**src/rtl/bcpe_pkg.sv**
```systemverilog
`default_nettype none

package bcpe_pkg;

    localparam logic DEGREE_QUADRATIC = 1'b0;
    localparam logic DEGREE_CUBIC     = 1'b1;

    localparam int STEPS_PER_CELL = 3;
    localparam int CURVE_LEVELS   = 3;
    localparam int PIPE_DEPTH     = STEPS_PER_CELL * CURVE_LEVELS;

    typedef struct packed {
        logic diff;
        logic mult;
        logic sum;
    } bcpe_step_en_t;

endpackage

`default_nettype wire

```
**src/rtl/bcpe_lerp_cell.sv**
```systemverilog
`default_nettype none

module bcpe_lerp_cell #(
    parameter int COORD_WIDTH         = 32,
    parameter int PARAM_FRACTION_BITS = 16
) (
    input  wire                          aclk,
    input  bcpe_pkg::bcpe_step_en_t      step_en,
    input  wire  [COORD_WIDTH-1:0]       near_in,
    input  wire  [COORD_WIDTH-1:0]       far_in,
    input  wire  [PARAM_FRACTION_BITS:0] param_in,
    input  wire                          mode_in,
    output logic [COORD_WIDTH-1:0]       point_out,
    output logic [PARAM_FRACTION_BITS:0] param_out,
    output logic                         mode_out
);
    import bcpe_pkg::*;

    localparam int W      = COORD_WIDTH;
    localparam int F      = PARAM_FRACTION_BITS;
    localparam int DIFF_W = W + 1;
    localparam int PROD_W = W + F + 3;

    logic signed [DIFF_W-1:0] diff_next;
    logic signed [DIFF_W-1:0] diff_reg;
    logic        [W-1:0]      near_d_reg;
    logic        [F:0]        param_d_reg;
    logic                     mode_d_reg;

    logic signed [F+1:0]      param_s;
    logic signed [PROD_W-1:0] prod_next;
    logic signed [PROD_W-1:0] prod_reg;
    logic        [W-1:0]      near_p_reg;
    logic        [F:0]        param_p_reg;
    logic                     mode_p_reg;

    logic        [W-1:0]      shift_val;
    logic        [W-1:0]      point_next;
    logic        [W-1:0]      point_reg;
    logic        [F:0]        param_o_reg;
    logic                     mode_o_reg;

    assign diff_next  = $signed({far_in[W-1], far_in}) - $signed({near_in[W-1], near_in});
    assign param_s    = $signed({1'b0, param_d_reg});
    assign prod_next  = PROD_W'(diff_reg) * PROD_W'(param_s);
    assign shift_val  = W'(prod_reg >>> F);
    assign point_next = near_p_reg + shift_val;

    always_ff @(posedge aclk) begin
        if (step_en.diff) begin
            diff_reg    <= diff_next;
            near_d_reg  <= near_in;
            param_d_reg <= param_in;
            mode_d_reg  <= mode_in;
        end
        if (step_en.mult) begin
            prod_reg    <= prod_next;
            near_p_reg  <= near_d_reg;
            param_p_reg <= param_d_reg;
            mode_p_reg  <= mode_d_reg;
        end
        if (step_en.sum) begin
            point_reg   <= point_next;
            param_o_reg <= param_p_reg;
            mode_o_reg  <= mode_p_reg;
        end
    end

    assign point_out = point_reg;
    assign param_out = param_o_reg;
    assign mode_out  = mode_o_reg;

endmodule

`default_nettype wire

```
**config.mk**
```make
export PLATFORM = sky130hd
export DESIGN_NAME = bcpe_lerp_cell
export DESIGN_NICKNAME = d
export VERILOG_FILES = /design/src/rtl/bcpe_pkg.sv /design/src/rtl/bcpe_lerp_cell.sv
export SDC_FILE = /design/constraint.sdc
export NUM_CORES = 2
export LEC_CHECK = 0
export BUFFER_PORTS_ARGS = -buffer_cell sky130_fd_sc_hd__buf_2
export CORE_AREA = 2 2 250 252
export DETAILED_ROUTE_END_ITERATION = 7
export DIE_AREA = 0 0 252 254
export PLACE_DENSITY = 0.65
export SLEW_MARGIN = 20
export SYNTH_ARGS = -nofsm -noshare
export SYNTH_HDL_FRONTEND = slang
export SYNTH_SLANG_ARGS = --single-unit
```
**constraint.sdc**
```tcl
create_clock -name aclk -period 9.5 [get_ports aclk]
set_input_delay 1.9 -clock aclk [delete_from_list [all_inputs] [get_ports aclk]]
set_output_delay 1.9 -clock aclk [all_outputs]
set_load 0.01 [all_outputs]
```
After elaboration in Yosys (flattened, before gate mapping):

Cells that the tools add are included.

* add/subtract/negate cells: 2
* $mul: 1

Operators with widths (count)
* 33-bit by 18-bit multiplier with 48-bit output: 1
* 32-bit by 32-bit subtractor with 33-bit output: 1
* 32-bit adder: 1

* register bits after elaboration: 231
* bits of input ports: 86
* logic and storage cells: 14
* output and inout port bits: 50

Longest topological paths before layout:

* word-level depth: 1
* mapped depth: 24
* depth with buffers taken out: 23

Worst setup path before layout:

OpenSTA, ideal clock, no wires.

* path kind: reg2reg
* start: reg param_d_reg[3]
* end: reg prod_reg[39], data pin
* required time: 9242 ps
* path buffers: 1
* stages on the path, launching flop included: 22
* slack: 3233 ps
* period minus slack after synthesis: 6267 ps
* arrival: 6009 ps
* cell sequence: edfxtp_1 -> clkbuf_1 -> and2_1 -> fa_1 -> inv_1 -> fa_1 -> fa_1 -> inv_1 -> fa_1 -> fa_1 -> inv_1 -> fa_1 -> inv_1 -> ha_1 -> a21oi_1 -> o21ai_0 -> a21oi_1 -> a21oi_1 -> o31ai_1 -> o31a_1 -> or3b_2 -> xnor2_1

* cells in the longest elaborated chain, start to end: 1

RTL lines
* start: declaration: line bcpe_lerp_cell.sv:27 `logic [F:0] param_d_reg;`
* start signal: assignment: line bcpe_lerp_cell.sv:53 `param_d_reg <= param_in;`
* 33-bit by 18-bit multiplier with 48-bit output: line bcpe_lerp_cell.sv:45 `assign prod_next = PROD_W'(diff_reg) * PROD_W'(param_s);`
* named net prod_next[39]: line bcpe_lerp_cell.sv:31 `logic signed [PROD_W-1:0] prod_next;`
* end signal: assignment: line bcpe_lerp_cell.sv:57 `prod_reg <= prod_next;`
* end: declaration: line bcpe_lerp_cell.sv:32 `logic signed [PROD_W-1:0] prod_reg;`

The timed path passes the listed nets, and every way through them passes these cells.
A chain may end at the register's enable or synchronous reset.

Worst setup path in the final report:

* start: reg param_d_reg[9]
* end: reg prod_reg[46], data pin

Same word-level chain as after synthesis.

==> summary.md <==
| Metric | Value |
|---|---|
| Status | finished clean |
| Final ANT Viol Nets | 0 |
| Mux contribution to synthesized area | 0% |
| Critical Path End | prod_reg[46] |
| Clock sinks | 215 |
| Post-route DRC | 0 |
| Vias | ~19,000 |
| Critical R2R Launch | param_d_reg[9] |
| Reg2Reg Depth | 23 |
| Global-route wire length before repair | roughly 110,000 µm |
| CP peak stage delay | about 0.94 ns |
| Largest family of logic cells by synthesized area | adder cells |
| Drt total wl | ~67,000 µm |
| Initial core utilization | 45.7% |
| Critical path arrival | between 8 and 9 ns |
| # setup viols final | 0 |
| Crit path launch | param_d_reg[9] |
| Worst path required time | a little under 10 ns |
| Worst Setup End Kind | flip-flop |
| Simple-Gate Fraction of Synth Area | roughly an eighth |
| CP max stage cell | edfxtp_1 |
| Primary FF master, synth | edfxtp_1 |
| I/O Pins | roughly 140 |
| Post-Syn Area | between 20,000 and 30,000 µm² |
| Max FFs per register | 33 |
| Crit Path Class | reg2reg |
| Number of DRC markers in iteration 0 | approximately 960 |
| Synthesized area per cell | just over 10 µm² |
| Crit Path Max Fanout | 19 |
| Post-Synth XOR/XNOR Area | 3.22% |
| Initial antenna violation count | 0 |
| CORE AREA | between 60,000 and 70,000 µm² |
| Filler cells | around 5,600 |
| Share of layout cells above drive strength 1 | approximately 7.6% |
| Worst clock skew | roughly 0.021 ns |
| TritonCTS clock tree | yes |
| Worst reg2reg endpoint | prod_reg[46] |
| Slew headroom | about a third |
| Ys async rst share | 0% |
| Row count | 91 |
| Max Cap Violations | 0 |
| CTS clock-pin slew for the worst setup and hold paths | 0.07 ns |
| Worst path most repeated cell | fa_1 |
| GRT overflow | 0 |
| Post-synth top area share | between 30% and 40% |
| Setup WS post-layout | roughly 1.9 ns |
| Post-Place Worst Slack | between 1.5 and 2 ns |
| Syn nets | about 3,500 |
| H-Tree Depth | 1 |
| Hold-fix buffers at CTS | 0 |
| Final Hold Viols | 0 |
| DRT Pass-1 Iters | 5 |
| RePlAce Congestion | between 0.8 and 0.9 |
| Post-synth EDFFs | 215 |
| Top-count cell post-synth | inv_1 |
| Fin. max-slew vios | 0 |
| Pin count of the biggest net entering global routing | between 60 and 70 |
| R2r setup slk | 1.89 ns |
| DIE WIDTH | roughly 250 µm |
| Min cycle time layout | ~7.6 ns |
| Area Growth Syn to Fin | 8.55% |
| Vias in the first global route | between 20,000 and 25,000 |
| DR vias/cell | 5.18 |
| CP Cell Sequence | buf_4, nand2_1, fa_1, inv_1, fa_1, inv_1, fa_1, inv_1, fa_1, fa_1, inv_1, fa_1, inv_1, ha_1, and4_1, nand3_1, or3_1, a31oi_1, o21ai_0, a31oi_1, a21oi_1, or3_1, a31oi_1 |
| Adder-Cell Fraction of Synth Area | approximately 45% |
| Synth top area cells | fa_1 (37%), edfxtp_1 (23%), inv_1 (8.8%) |
| Clock Path Buffers | 3 |
| Root buffer selected by CTS | clkbuf_16 |
| Final HPWL DP | between 50,000 and 60,000 µm |
| Yosys top cell by area | fa_1 |
| Flops & latches, synth | about 220 |
| CTS Buf Count | 27 |
| Post-route cell area | a little over 30,000 µm² |
| Seq/Total Area, Yosys | 23.1% |
| Total track usage | 22.1% |
| PortBufs | roughly 140 |
| F_max | 131 MHz |
| Most frequent cells after synthesis | inv_1 (655), fa_1 (516), and2_1 (299) |
| WL per Instance | 18.5 µm |
| Post-CTS sizing | 0 |
| Startpoint types | flip-flop |
| Period utilisation layout | 80.1% |
| Synth cell types | 58 |
| Mapped Cells | 2,732 |
| Complex-gate fraction of the synthesized area | roughly 5.8% |
| Unrepaired setup endpoints after global routing | false |
| Fin nets | about 3,600 |
| Yosys warns | 0 |
| Post-CTS Setup Bufs | 0 |
| Worst skew pair latency | 0.58 ns |
| Slew @ Worst Pin | between 1 and 1.5 ns |
| Die Span Y | 254 µm |
| Die Footprint | approximately 64,000 µm² |
| Hold Path Class | reg2reg |
| Setup Total Neg Slack | 0 ns |
| Placed instance area | just under 30,000 µm² |
## worst min path at each step
stage | start | end | slack [ns] | cells past startpoint
after CTS | near_d_reg[23] | near_p_reg[23] | 0.42 | 0
after global placement | near_d_reg[21] | near_p_reg[21] | 0.40 | 0
final | near_d_reg[23] | near_p_reg[23] | 0.41 | 0
after detailed placement | near_d_reg[11] | near_p_reg[11] | 0.40 | 0
after global routing | near_d_reg[11] | near_p_reg[11] | 0.42 | 0
after floorplan | mode_p_reg | mode_out | 0.40 | 0
## kinds of logic after synthesis
family / after synthesis
buf+inv: 740
simple gates: 737
fa+ha+maj: 689
compound gates: 248
flops: 215
xor+xnor: 103
## through the flow
stage / cells / hold WS (ns) / util, %
6_report: 3646 / 0.414 / 49.6
5_1_grt: 3645 / 0.422 / 49.6
4_1_cts: 3643 / 0.416 / 49.5
3_5_place_dp: 3595 / 0.405 / 48.2
3_3_place_gp: 3595 / 0.402 / 48.2
2_1_floorplan: 2732 / 0.400 / -
## routing by layer
metal  routed length, µm  track usage, %  vias to the layer above
li1                    -               -                     8499
met1               27700            28.1                     9743
met2               34200            39.4                      480
met3                2900            2.38                      155
met4                2690            7.61                        0
met5                   0               0                        -
## cell type report
class                      instances  area [µm²]  area share (%)
tap                              790         988            3.25
inverter                         655        2460            8.09
clock buffer                      30         687            2.26
clock inverter                    18         149           0.490
sequential                       215        6460            21.3
timing repair buffer             160         883            2.91
antenna                            1        2.50         0.00824
multi-input combinational       1777       18700            61.7
## layout by cell type (no fill, tap or decap), types with 3 or more instances in the layout
| cell type | instances |
|---|---|
| a31o_2 | 5 |
| a21oi_1 | 76 |
| a211oi_1 | 6 |
| o22ai_1 | 3 |
| fa_1 | 516 |
| a31oi_1 | 12 |
| or2_2 | 4 |
| nor2b_1 | 18 |
| and2_1 | 299 |
| clkbuf_1 | 3 |
| o31a_1 | 5 |
| and3_1 | 11 |
| o21a_1 | 16 |
| nand3_1 | 16 |
| nand4_1 | 8 |
| inv_1 | 655 |
| o21bai_1 | 7 |
| o21ai_0 | 40 |
| edfxtp_1 | 215 |
| nor2_1 | 53 |
| a21o_1 | 46 |
| xor2_1 | 23 |
| xnor2_1 | 80 |
| buf_4 | 25 |
| nand2b_1 | 10 |
| buf_2 | 133 |
| clkinv_1 | 7 |
| or3_1 | 8 |
| clkinv_2 | 4 |
| nand2_1 | 289 |
| ha_1 | 173 |
| o211ai_1 | 4 |
| o31ai_1 | 4 |
| clkbuf_16 | 27 |
| o21ai_1 | 3 |
| nor3_1 | 12 |
## worst max-delay path, delay by kind of cell, from the launching register on
kind / cells / cell delay, ns
flops: 1 / 0.94
simple gates: 5 / 1.20
compound gates: 5 / 1.51
buf+inv: 6 / 0.71
fa+ha+maj: 7 / 3.05
Power is not shown: default switching activity piles up to over one toggle a cycle in this logic, so the estimate is an artifact.
